File: config.mk
export PLATFORM = sky130hd
export DESIGN_NAME = gnss_sample_decimating_decoder_flat
export DESIGN_NICKNAME = d
export VERILOG_FILES = /design/src/rtl/gsdd_pkg.sv /design/src/rtl/gsdd_byte_if.sv /design/src/rtl/gsdd_result_if.sv /design/src/rtl/gnss_sample_decimating_decoder.sv /design/src/flat_wrapper.sv
export VERILOG_INCLUDE_DIRS = /design/src /design/src/rtl
export SDC_FILE = /design/constraint.sdc
export NUM_CORES = 1
export LEC_CHECK = 0
export ABC_AREA = 1
export ABC_CLOCK_PERIOD_IN_PS = 2590
export BUFFER_PORTS_ARGS = -buffer_cell sky130_fd_sc_hd__buf_2
export CORE_ASPECT_RATIO = 0.5
export CORE_MARGIN = 2
export CORE_UTILIZATION = 45
export CTS_CLUSTER_SIZE = 40
export DETAILED_ROUTE_END_ITERATION = 8
export HOLD_SLACK_MARGIN = 0.1
export SYNTH_ARGS = -nofsm -noshare
export SYNTH_HDL_FRONTEND = slang
export SYNTH_SLANG_ARGS = --single-unit
File: constraint.sdc
create_clock -name clk -period 2.59 [get_ports clk]
set_clock_uncertainty 0.2 [all_clocks]
set_input_delay 0.518 -clock clk [delete_from_list [all_inputs] [get_ports clk]]
set_output_delay 0.518 -clock clk [all_outputs]
set_load 0.01 [all_outputs]
File: src/rtl/assert_macros.svh
// Assertion macros shared by the RTL of the sample decoder.
// Uses the clk and arst_n signals of the module that includes it.
`ifndef ASSERT_MACROS_SVH
`define ASSERT_MACROS_SVH

// Checks an implication on every clock edge outside reset.
`define ASSERT_CLK(label, prop, msg) \
	label: assert property (@(posedge clk) disable iff (!arst_n) prop) else $error(msg);

// Checks that a condition never holds on a clock edge outside reset.
`define ASSERT_NEVER(label, cond, msg) \
	label: assert property (@(posedge clk) disable iff (!arst_n) !(cond)) else $error(msg);

`endif

File: src/rtl/gsdd_pkg.sv
// Types, register indexes, format codes and decode tables of the sample decoder.
// Has no dependencies.
package gsdd_pkg;

	localparam int CFG_INDEX_W = 1;
	localparam int CFG_DATA_W = 8;

	typedef logic [CFG_INDEX_W-1:0] cfg_index_t;
	typedef logic [CFG_DATA_W-1:0] cfg_data_t;
	typedef logic [2:0] fmt_t;
	typedef logic signed [2:0] smp_t;

	localparam cfg_index_t REG_DECIMATION = 1'b0;
	localparam cfg_index_t REG_SAMPLE_FORMAT = 1'b1;

	localparam fmt_t FMT_ONE_BIT = 3'd0;
	localparam fmt_t FMT_TWO_BIT = 3'd1;
	localparam fmt_t FMT_IQ_1_1 = 3'd2;
	localparam fmt_t FMT_IQ_2_2 = 3'd3;
	localparam fmt_t FMT_PACK = 3'd4;

	localparam smp_t SMP_POS1 = 3'sd1;
	localparam smp_t SMP_NEG1 = -3'sd1;
	localparam smp_t SMP_POS3 = 3'sd3;
	localparam smp_t SMP_NEG3 = -3'sd3;

	localparam smp_t TWO_BIT_LUT [4] = '{SMP_POS1, SMP_NEG1, SMP_POS3, SMP_NEG3};

	function automatic smp_t mag_sign(input logic sgn, input logic mag);
		smp_t v;
		v = mag ? SMP_POS3 : SMP_POS1;
		return sgn ? smp_t'(-v) : v;
	endfunction

endpackage

File: src/rtl/gsdd_byte_if.sv
// Valid/ready channel that carries one raw sampler byte per transaction.
// Has no dependencies.
interface gsdd_byte_if;
	logic valid;
	logic ready;
	logic [7:0] raw_byte;

	modport source (output valid, output raw_byte, input ready);
	modport sink (input valid, input raw_byte, output ready);
endinterface

File: src/rtl/gsdd_result_if.sv
// Valid/ready channel that carries one decoded result per transaction.
// Depends on gsdd_pkg for the sample type.
interface gsdd_result_if;
	logic valid;
	logic ready;
	gsdd_pkg::smp_t sample;
	logic [7:0] packed_byte;
	logic component;
	logic last;

	modport source (output valid, output sample, output packed_byte, output component,
		output last, input ready);
	modport sink (input valid, input sample, input packed_byte, input component,
		input last, output ready);
endinterface

File: src/rtl/gnss_sample_decimating_decoder.sv
// Decimates a stream of sampler bytes and decodes the kept bytes into signed samples.
// Decodes through a decode stage and a result register. A kept byte in an I/Q format holds
// the decode stage for an I and a Q transaction, so the next byte waits until its Q result
// is loaded; all other bytes run at one per cycle while the result register is not stalled.
// Each byte is registered in the decode stage before its result enters the result register.
// Depends on gsdd_pkg, gsdd_byte_if, gsdd_result_if and assert_macros.svh.
`include "assert_macros.svh"

module gnss_sample_decimating_decoder #(
	parameter int PHASE_WIDTH = 8
) (
	input logic clk,
	input logic arst_n,
	gsdd_byte_if.sink in_ch,
	gsdd_result_if.source out_ch,
	input logic cfg_wr_en,
	input gsdd_pkg::cfg_index_t cfg_index,
	input gsdd_pkg::cfg_data_t cfg_data
);
	import gsdd_pkg::*;

	logic [7:0] decimation_q;
	fmt_t sample_format_q;
	logic [PHASE_WIDTH-1:0] phase_q;
	logic [5:0] pack_accum_q;
	logic [1:0] pack_count_q;

	logic valid_s1;
	logic half_s1;
	fmt_t fmt_s1;
	logic [7:0] byte_s1;
	logic [7:0] packed_s1;

	logic out_valid_q;
	smp_t out_sample_q;
	logic [7:0] out_packed_q;
	logic out_comp_q;
	logic out_last_q;

	logic accept;
	logic keep;
	logic pack_done;
	logic produces;
	logic out_load;
	logic s1_last;
	logic [7:0] dec_m1;
	logic [PHASE_WIDTH+7:0] reload_wide;
	logic [7:0] pack_word;
	logic [5:0] pack_next;
	smp_t dec_sample;
	logic [7:0] dec_packed;
	logic dec_comp;

	always_ff @(posedge clk or negedge arst_n) begin
		if (!arst_n) begin
			decimation_q <= 8'd1;
			sample_format_q <= FMT_ONE_BIT;
		end else if (cfg_wr_en) begin
			case (cfg_index)
				REG_DECIMATION: decimation_q <= cfg_data;
				REG_SAMPLE_FORMAT: sample_format_q <= cfg_data[2:0];
				default: ;
			endcase
		end
	end

	assign s1_last = !((fmt_s1 == FMT_IQ_1_1 || fmt_s1 == FMT_IQ_2_2) && !half_s1);
	assign out_load = valid_s1 && (!out_valid_q || out_ch.ready);
	assign in_ch.ready = !valid_s1 || (out_load && s1_last);
	assign accept = in_ch.valid && in_ch.ready;

	assign keep = (phase_q == '0);
	assign dec_m1 = (decimation_q == 8'd0) ? 8'd0 : decimation_q - 8'd1;
	assign reload_wide = {{PHASE_WIDTH{1'b0}}, dec_m1};
	assign pack_done = (pack_count_q == 2'd3);
	assign pack_word = {in_ch.raw_byte[1:0], pack_accum_q};
	assign produces = keep && (sample_format_q == FMT_ONE_BIT
		|| sample_format_q == FMT_TWO_BIT || sample_format_q == FMT_IQ_1_1
		|| sample_format_q == FMT_IQ_2_2 || (sample_format_q == FMT_PACK && pack_done));

	always_comb begin
		pack_next = pack_accum_q;
		case (pack_count_q)
			2'd0: pack_next[1:0] = in_ch.raw_byte[1:0];
			2'd1: pack_next[3:2] = in_ch.raw_byte[1:0];
			2'd2: pack_next[5:4] = in_ch.raw_byte[1:0];
			default: pack_next = 6'd0;
		endcase
	end

	always_ff @(posedge clk or negedge arst_n) begin
		if (!arst_n) begin
			phase_q <= '0;
			pack_accum_q <= 6'd0;
			pack_count_q <= 2'd0;
		end else if (accept) begin
			if (!keep) begin
				phase_q <= phase_q - PHASE_WIDTH'(1);
			end else begin
				phase_q <= reload_wide[PHASE_WIDTH-1:0];
				if (sample_format_q == FMT_PACK) begin
					pack_accum_q <= pack_next;
					pack_count_q <= pack_count_q + 2'd1;
				end
			end
		end
	end

	always_ff @(posedge clk or negedge arst_n) begin
		if (!arst_n) begin
			valid_s1 <= 1'b0;
			half_s1 <= 1'b0;
		end else if (accept && produces) begin
			valid_s1 <= 1'b1;
			half_s1 <= 1'b0;
		end else if (out_load && s1_last) begin
			valid_s1 <= 1'b0;
			half_s1 <= 1'b0;
		end else if (out_load) begin
			half_s1 <= 1'b1;
		end
	end

	always_ff @(posedge clk) begin
		if (accept && produces) begin
			fmt_s1 <= sample_format_q;
			byte_s1 <= in_ch.raw_byte;
			packed_s1 <= pack_word;
		end
	end

	always_comb begin
		dec_sample = '0;
		dec_packed = 8'd0;
		dec_comp = 1'b0;
		case (fmt_s1)
			FMT_ONE_BIT: dec_sample = byte_s1[0] ? SMP_NEG1 : SMP_POS1;
			FMT_TWO_BIT: dec_sample = TWO_BIT_LUT[byte_s1[1:0]];
			FMT_IQ_1_1: begin
				dec_sample = (half_s1 ? byte_s1[1] : byte_s1[0]) ? SMP_NEG1 : SMP_POS1;
				dec_comp = half_s1;
			end
			FMT_IQ_2_2: begin
				dec_sample = half_s1 ? mag_sign(byte_s1[1], byte_s1[3])
					: mag_sign(byte_s1[0], byte_s1[2]);
				dec_comp = half_s1;
			end
			FMT_PACK: dec_packed = packed_s1;
			default: ;
		endcase
	end

	always_ff @(posedge clk or negedge arst_n) begin
		if (!arst_n) begin
			out_valid_q <= 1'b0;
		end else if (out_load) begin
			out_valid_q <= 1'b1;
		end else if (out_ch.ready) begin
			out_valid_q <= 1'b0;
		end
	end

	always_ff @(posedge clk) begin
		if (out_load) begin
			out_sample_q <= dec_sample;
			out_packed_q <= dec_packed;
			out_comp_q <= dec_comp;
			out_last_q <= s1_last;
		end
	end

	assign out_ch.valid = out_valid_q;
	assign out_ch.sample = out_sample_q;
	assign out_ch.packed_byte = out_packed_q;
	assign out_ch.component = out_comp_q;
	assign out_ch.last = out_last_q;

	`ASSERT_NEVER(a_half_only_iq, valid_s1 && half_s1 && fmt_s1 != FMT_IQ_1_1 && fmt_s1 != FMT_IQ_2_2, "Q half pending for a format without a Q sample")
	`ASSERT_CLK(a_q_follows_i, (out_load && !s1_last) |=> (valid_s1 && half_s1), "I result was not followed by a pending Q result")
	`ASSERT_CLK(a_pack_state_hold, !accept |=> $stable(pack_count_q) && $stable(pack_accum_q), "Pack state changed without an accepted byte")

endmodule

File: src/flat_wrapper.sv
// flat-port wrapper written by rule: the top's interface ports become plain ports
module gnss_sample_decimating_decoder_flat import gsdd_pkg::*;
#(
	parameter int PHASE_WIDTH = 8
)
  (clk, arst_n, cfg_wr_en, cfg_index, cfg_data, in_ch_valid, in_ch_raw_byte, in_ch_ready, out_ch_valid, out_ch_sample, out_ch_packed_byte, out_ch_component, out_ch_last, out_ch_ready);
  gsdd_byte_if in_ch_i ();
  gsdd_result_if out_ch_i ();
  input logic clk;
  input logic arst_n;
  input logic cfg_wr_en;
  input gsdd_pkg::cfg_index_t cfg_index;
  input gsdd_pkg::cfg_data_t cfg_data;
  input wire logic [$bits(in_ch_i.valid)-1:0] in_ch_valid;
  input wire logic [$bits(in_ch_i.raw_byte)-1:0] in_ch_raw_byte;
  output wire logic [$bits(in_ch_i.ready)-1:0] in_ch_ready;
  output wire logic [$bits(out_ch_i.valid)-1:0] out_ch_valid;
  output wire logic [$bits(out_ch_i.sample)-1:0] out_ch_sample;
  output wire logic [$bits(out_ch_i.packed_byte)-1:0] out_ch_packed_byte;
  output wire logic [$bits(out_ch_i.component)-1:0] out_ch_component;
  output wire logic [$bits(out_ch_i.last)-1:0] out_ch_last;
  input wire logic [$bits(out_ch_i.ready)-1:0] out_ch_ready;
  assign in_ch_i.valid = in_ch_valid;
  assign in_ch_i.raw_byte = in_ch_raw_byte;
  assign in_ch_ready = in_ch_i.ready;
  assign out_ch_valid = out_ch_i.valid;
  assign out_ch_sample = out_ch_i.sample;
  assign out_ch_packed_byte = out_ch_i.packed_byte;
  assign out_ch_component = out_ch_i.component;
  assign out_ch_last = out_ch_i.last;
  assign out_ch_i.ready = out_ch_ready;
  gnss_sample_decimating_decoder #(.PHASE_WIDTH(PHASE_WIDTH)) u_core (.clk(clk), .arst_n(arst_n), .in_ch(in_ch_i), .out_ch(out_ch_i), .cfg_wr_en(cfg_wr_en), .cfg_index(cfg_index), .cfg_data(cfg_data));
endmodule
Yosys cells after proc, flatten, opt, wreduce, memory -nomap -nowiden
Cells that the tools add are included.

storage, ports and cells
  flip-flop bits (word level) = 58
  latch bits = 0
  bits in writable memories = 0
  bits in read-only memories = 0
  input bits = 22
  output and inout bits = 15
  word-level logic and storage cells = 99
  memories kept = 0

cells by class
  add/sub/neg operators = 5
  $mul = 0
  divide/modulo/power cells = 0
  order comparisons = 1
  equal/unequal tests = 11
  shift-type cells = 0
  multiplexer cells = 24
  bitwise logic cells = 5
  reductions and logical operators = 36

operators with widths
  kind                   count
  $mux W3                7
  $logic_not A8 Y1       2
  $mux W8                2
  $sub A8 B1 Y8 const B  2
  $eq A3 B2 Y1 const B   4
  $pmux W2 S2            3
  $pmux W3 S4            1
  $reduce_and A4 Y1      3
  $mux W1                8
  $reduce_or A2 Y1       4
  $logic_and A1 B1 Y1    7
  $logic_or A1 B1 Y1     7
  $bmux W3 S2            1
  $eq A3 B1 Y1 const B   2
  $eq A3 B3 Y1 const B   2
  $logic_not A3 Y1       2
  $neg A3 Y3             2
  $eq A2 B2 Y1 const B   2
  $logic_not A1 Y1       4
  $mux W2                2
  $not A1 Y1             4
  $reduce_and A2 Y1      2
  $reduce_bool A2 Y1     2
  $ge A3 B3 Y1 const B   1
  6 further kinds        6

Logic depth before layout (Yosys ltp)
  depth in word-level cells = 9
  gate-level depth with buffers = 10
  mapped depth without buffers = 10

Least setup slack after synthesis
OpenSTA, ideal clock, no wires.

  path kind = input port to flip-flop
  start = in out_ch_ready
  end = reg u_core.byte_s1[1], enable pin
  library setup time = 384 ps
  arrival = 1855 ps
  data required time = 2006 ps
  path slack = 152 ps
  stages on the path = 6
  path buffers = 0
  path through = inv_1 -> a21oi_4 -> nand2_2 -> nand2_2 -> nand2_4 -> nor2_1

between the ends
  longest elaborated chain between the ends = 6

RTL lines
  what                  line                                   source
  from (decl)           flat_wrapper.sv:22                     input wire logic [$bits(out_ch_i.ready)-1:0] out_ch_ready;
  $logic_or A1 B1 Y1    gnss_sample_decimating_decoder.sv:68   assign out_load = valid_s1 && (!out_valid_q || out_ch.ready);
  $logic_and A1 B1 Y1   gnss_sample_decimating_decoder.sv:68
  net u_core.out_load   gnss_sample_decimating_decoder.sv:44   logic out_load;
  $logic_and A1 B1 Y1   gnss_sample_decimating_decoder.sv:69   assign in_ch.ready = !valid_s1 || (out_load && s1_last);
  $logic_or A1 B1 Y1    gnss_sample_decimating_decoder.sv:69
  net in_ch_ready       flat_wrapper.sv:16                     output wire logic [$bits(in_ch_i.ready)-1:0] in_ch_ready;
  $logic_and A1 B1 Y1   gnss_sample_decimating_decoder.sv:70   assign accept = in_ch.valid && in_ch.ready;
  $logic_and A1 B1 Y1   gnss_sample_decimating_decoder.sv:125  if (accept && produces) begin
  to (signal assigned)  gnss_sample_decimating_decoder.sv:127  byte_s1 <= in_ch.raw_byte;
  to (decl)             gnss_sample_decimating_decoder.sv:31   logic [7:0] byte_s1;

The timed path passes the listed nets, and every way through them passes these cells.
A chain may end at the register's enable or synchronous reset.

Worst setup path in the final report
  start = reg u_core.fmt_s1[2]
  end = out in_ch_ready

between the ends
  longest elaborated chain between the ends = 6
  elaborated cells on any way between the ends = 7
  those cells by class = 2 x eq/ne; 5 x reduce/logical

RTL lines
  what                    line                                   source
  from (decl)             gnss_sample_decimating_decoder.sv:30   fmt_t fmt_s1;
  from (signal assigned)  gnss_sample_decimating_decoder.sv:126  fmt_s1 <= sample_format_q;
  $eq A3 B2 Y1            gnss_sample_decimating_decoder.sv:67   assign s1_last = !((fmt_s1 == FMT_IQ_1_1 || fmt_s1 == FMT_IQ_2_2) && !half_s1);
  $logic_or A1 B1 Y1 *    gnss_sample_decimating_decoder.sv:67
  $logic_and A1 B1 Y1 *   gnss_sample_decimating_decoder.sv:67
  $logic_not A1 Y1 *      gnss_sample_decimating_decoder.sv:67
  net u_core.s1_last      gnss_sample_decimating_decoder.sv:45   logic s1_last;
  $logic_and A1 B1 Y1 *   gnss_sample_decimating_decoder.sv:69
  $logic_or A1 B1 Y1 *    gnss_sample_decimating_decoder.sv:69
  to (decl)               flat_wrapper.sv:16

Mark *: on every way through the listed nets, which the timed path passes. The rest lies on a longest branch.

==> results_dict.tcl <==
set metrics [dict create \
    status "finished clean" \
    grt_use_total 0.152 \
    htreeDepth 2 \
    seqCellArea_um2 1530 \
    viasPerCell 4.62 \
    die_height_um 59.6 \
    drc 0 \
    dp_hpwl_um 3480 \
    clock_path_buffers 2 \
    final_hold_viol_count 0 \
    syn_to_final_growth_pct 15.0 \
    maxSlewViolCount 0 \
    startpoint_type "flop" \
    gp_congestion 0.850 \
    peakVddDrop_v 0.000278 \
    synthesis.nets 345 \
    antenna_found_initial 0 \
    maxCapViolations 0 \
    drive_gt1_frac 0.158 \
    critical_path_required_ns 1.87 \
    critPathMaxFanout 5 \
    pwr-share-clk 0.277 \
    worst-path-buf-inv 2 \
    num_vias 2048 \
    finalSetupTns_ns 0 \
    cts_buffers 5 \
    wirelength_um 4730 \
    coreArea_um2 6030 \
    netSwitchingPower_mw 0.803 \
    drtPass1Iterations 4 \
    grt_pass1_vias 1883 \
    nets 384 \
    yosysWarnings 0 \
    worst_pin_slew_ns 0.684 \
    cts_sinks 56 \
    worstSkewPairLatency_ns 0.30 \
    initial_core_util 0.461 \
    cts_tree "built" \
    fmax_ghz 0.493 \
    p_int_mw 1.68 \
    grt_pass1_wl_um 8070 \
    p_leak_nw 1.55 \
    netlist_instances 315 \
    fillCellCount 566 \
    ios 37 \
    drt-initial-drc-count 110 \
    rows 20 \
    ctsResizeCount 0 \
    seqPwrFrac 0.478 \
    grt_max_degree 31 \
    worstPathArrival_ns 1.31 \
    p_sw_frac 0.324 \
    layout_common_cells "nand2_1 (86), inv_1 (46), nor2_1 (38), buf_2 (32), dfrtp_1 (29)" \
    die_width_um 115 \
    maxSlewHeadroom 0.544 \
    final_common_cell "nand2_1" \
    antenna_cells 0 \
    hold_class "in2reg" \
    yosysSeqAreaShare 0.551 \
    post-route-min-period_ns 2.03 \
    power.density_nw_per_um2 776 \
    slowest_delay_ns 0.41 \
    syn_area_um2 2780 \
    setup_viol 0 \
    fin_hold_ws_ns 0.199 \
    syn-mean-instance-area_um2 8.83 \
    synth_cell_type_count 28 \
    power_mw 2.48 \
    fin_area_um2 3200 \
    dieArea_um2 6860 \
    dp_slack_ns 0.650 \
    fin_crit_sh 0.783 \
    cp_slowest_cell "edfxtp_1" \
    crit_chain "inv_1 > nand3_2 > nand2_2 > nand2_2 > buf_2" \
    cp_top_family "flip-flops" \
    placed_cell_area_um2 3040 \
    cts_root_buffer "clkbuf_16" \
    synth.ff_latch_count 56 \
    path_common_cell "nand2_2" \
    pwr-share-comb 0.246 \
    port_buffers 32 \
    layout_setup_ws_ns 0.563 \
    ant_nets 0 \
    rsz0062_at_grt "no" \
    clkTransAtPathRegs_ns 0.07 \
    path_class "reg2out" \
    cp-end-kind "primary output" \
    grt_remaining_overflow 0 \
    multi_input_area_um2 1030 \
    wl_per_cell_um 10.7 \
]
-- state kept, by name, summed over array words and instances, names as in the netlist --
| signal | flops |
|---|---|
| u_core.decimation_q | 8 |
| u_core.out_ch.packed_byte | 8 |
| u_core.phase_q | 8 |
| u_core.packed_s1 | 7 |
| u_core.pack_accum_q | 6 |
| u_core.byte_s1 | 3 |
| u_core.fmt_s1 | 3 |
| u_core.out_ch.sample | 3 |
| u_core.sample_format_q | 3 |
| u_core.pack_count_q | 2 |
| u_core.half_s1 | 1 |
| u_core.out_ch.component | 1 |
| u_core.out_ch.last | 1 |
| u_core.out_ch.valid | 1 |
| u_core.valid_s1 | 1 |
-- logic make-up after synthesis --
| family | synth area share |
|---|---|
| DFF | 0.551 |
| buffers and inverters | 0.0783 |
| AOI/OAI and AO/OA | 0.0639 |
| xor gates and xnor gates | 0.0189 |
| adders and majority gates | 0.0360 |
| and+or+nand+nor | 0.252 |
-- what timing repair did --
| item | 4_1_cts | 5_1_grt |
|---|---|---|
| buffers inserted | 0 | 0 |
| hold endpoints to repair | 29 | 0 |
| hold buffers | 1 | 0 |
-- layout make-up --
cell class,instances,share of cell area
multi-input cells,207,0.322
well taps,88,0.0344
repair buffers,36,0.0603
inverters,48,0.0571
clock buffers,5,0.0391
clock inverters,3,0.00782
flip-flops and latches,56,0.479
-- synth_stat cells (all sizes together) --
master  count  share of area
buf         3          0.011
dfstp       1         0.0095
inv        48          0.066
o211ai      1         0.0027
nand4       9          0.020
o21ai      21          0.038
nor3        2         0.0036
o22ai       1         0.0023
dfrtp      29           0.26
ha          8          0.036
nor2       40          0.059
nand3      20          0.041
a21oi       8          0.018
or2         1         0.0023
xor2        6          0.019
clkbuf      1         0.0013
nand2      89           0.12
o21bai      1         0.0027
edfxtp     26           0.28
-- final timing paths --
kind,start,endpoint,slack [ns],cells after the start
min in group asynchronous,arst_n,u_core.decimation_q[3],0.60,2
setup / recovery,u_core.fmt_s1[2],in_ch_ready,0.56,5
hold / removal,in_ch_raw_byte[2],u_core.byte_s1[2],0.20,1
max in group asynchronous,arst_n,u_core.pack_count_q[1],1.15,2
setup reg to reg,u_core.phase_q[0],u_core.byte_s1[1],0.69,7
hold reg to reg,u_core.pack_accum_q[4],u_core.packed_s1[4],0.25,0
-- power groups by stage --
| stage | Combinational (mW) | Clock (mW) | Sequential (mW) |
|---|---|---|---|
| global route | 0.711 | 0.739 | 1.21 |
| detailed placement | 0.607 | 0 | 1.20 |
| floorplan | 0.429 | 0 | 1.21 |
| global placement | 0.598 | 0 | 1.20 |
| CTS | 0.614 | 0.706 | 1.19 |
| finish | 0.610 | 0.687 | 1.19 |
-- per-stage QoR --
stage               instances   util
global route              443  0.530
global placement          434  0.504
detailed placement        434  0.504
finish                    443  0.530
CTS                       443  0.530
floorplan                 315      -
-- layer usage --
metal,part of all wire,track usage
met1,0.49,0.190
met2,0.47,0.266
met3,0.030,0.0337
met4,0.015,0.0516
met5,0,0
Note: power is estimated with default switching activity, not from simulation.
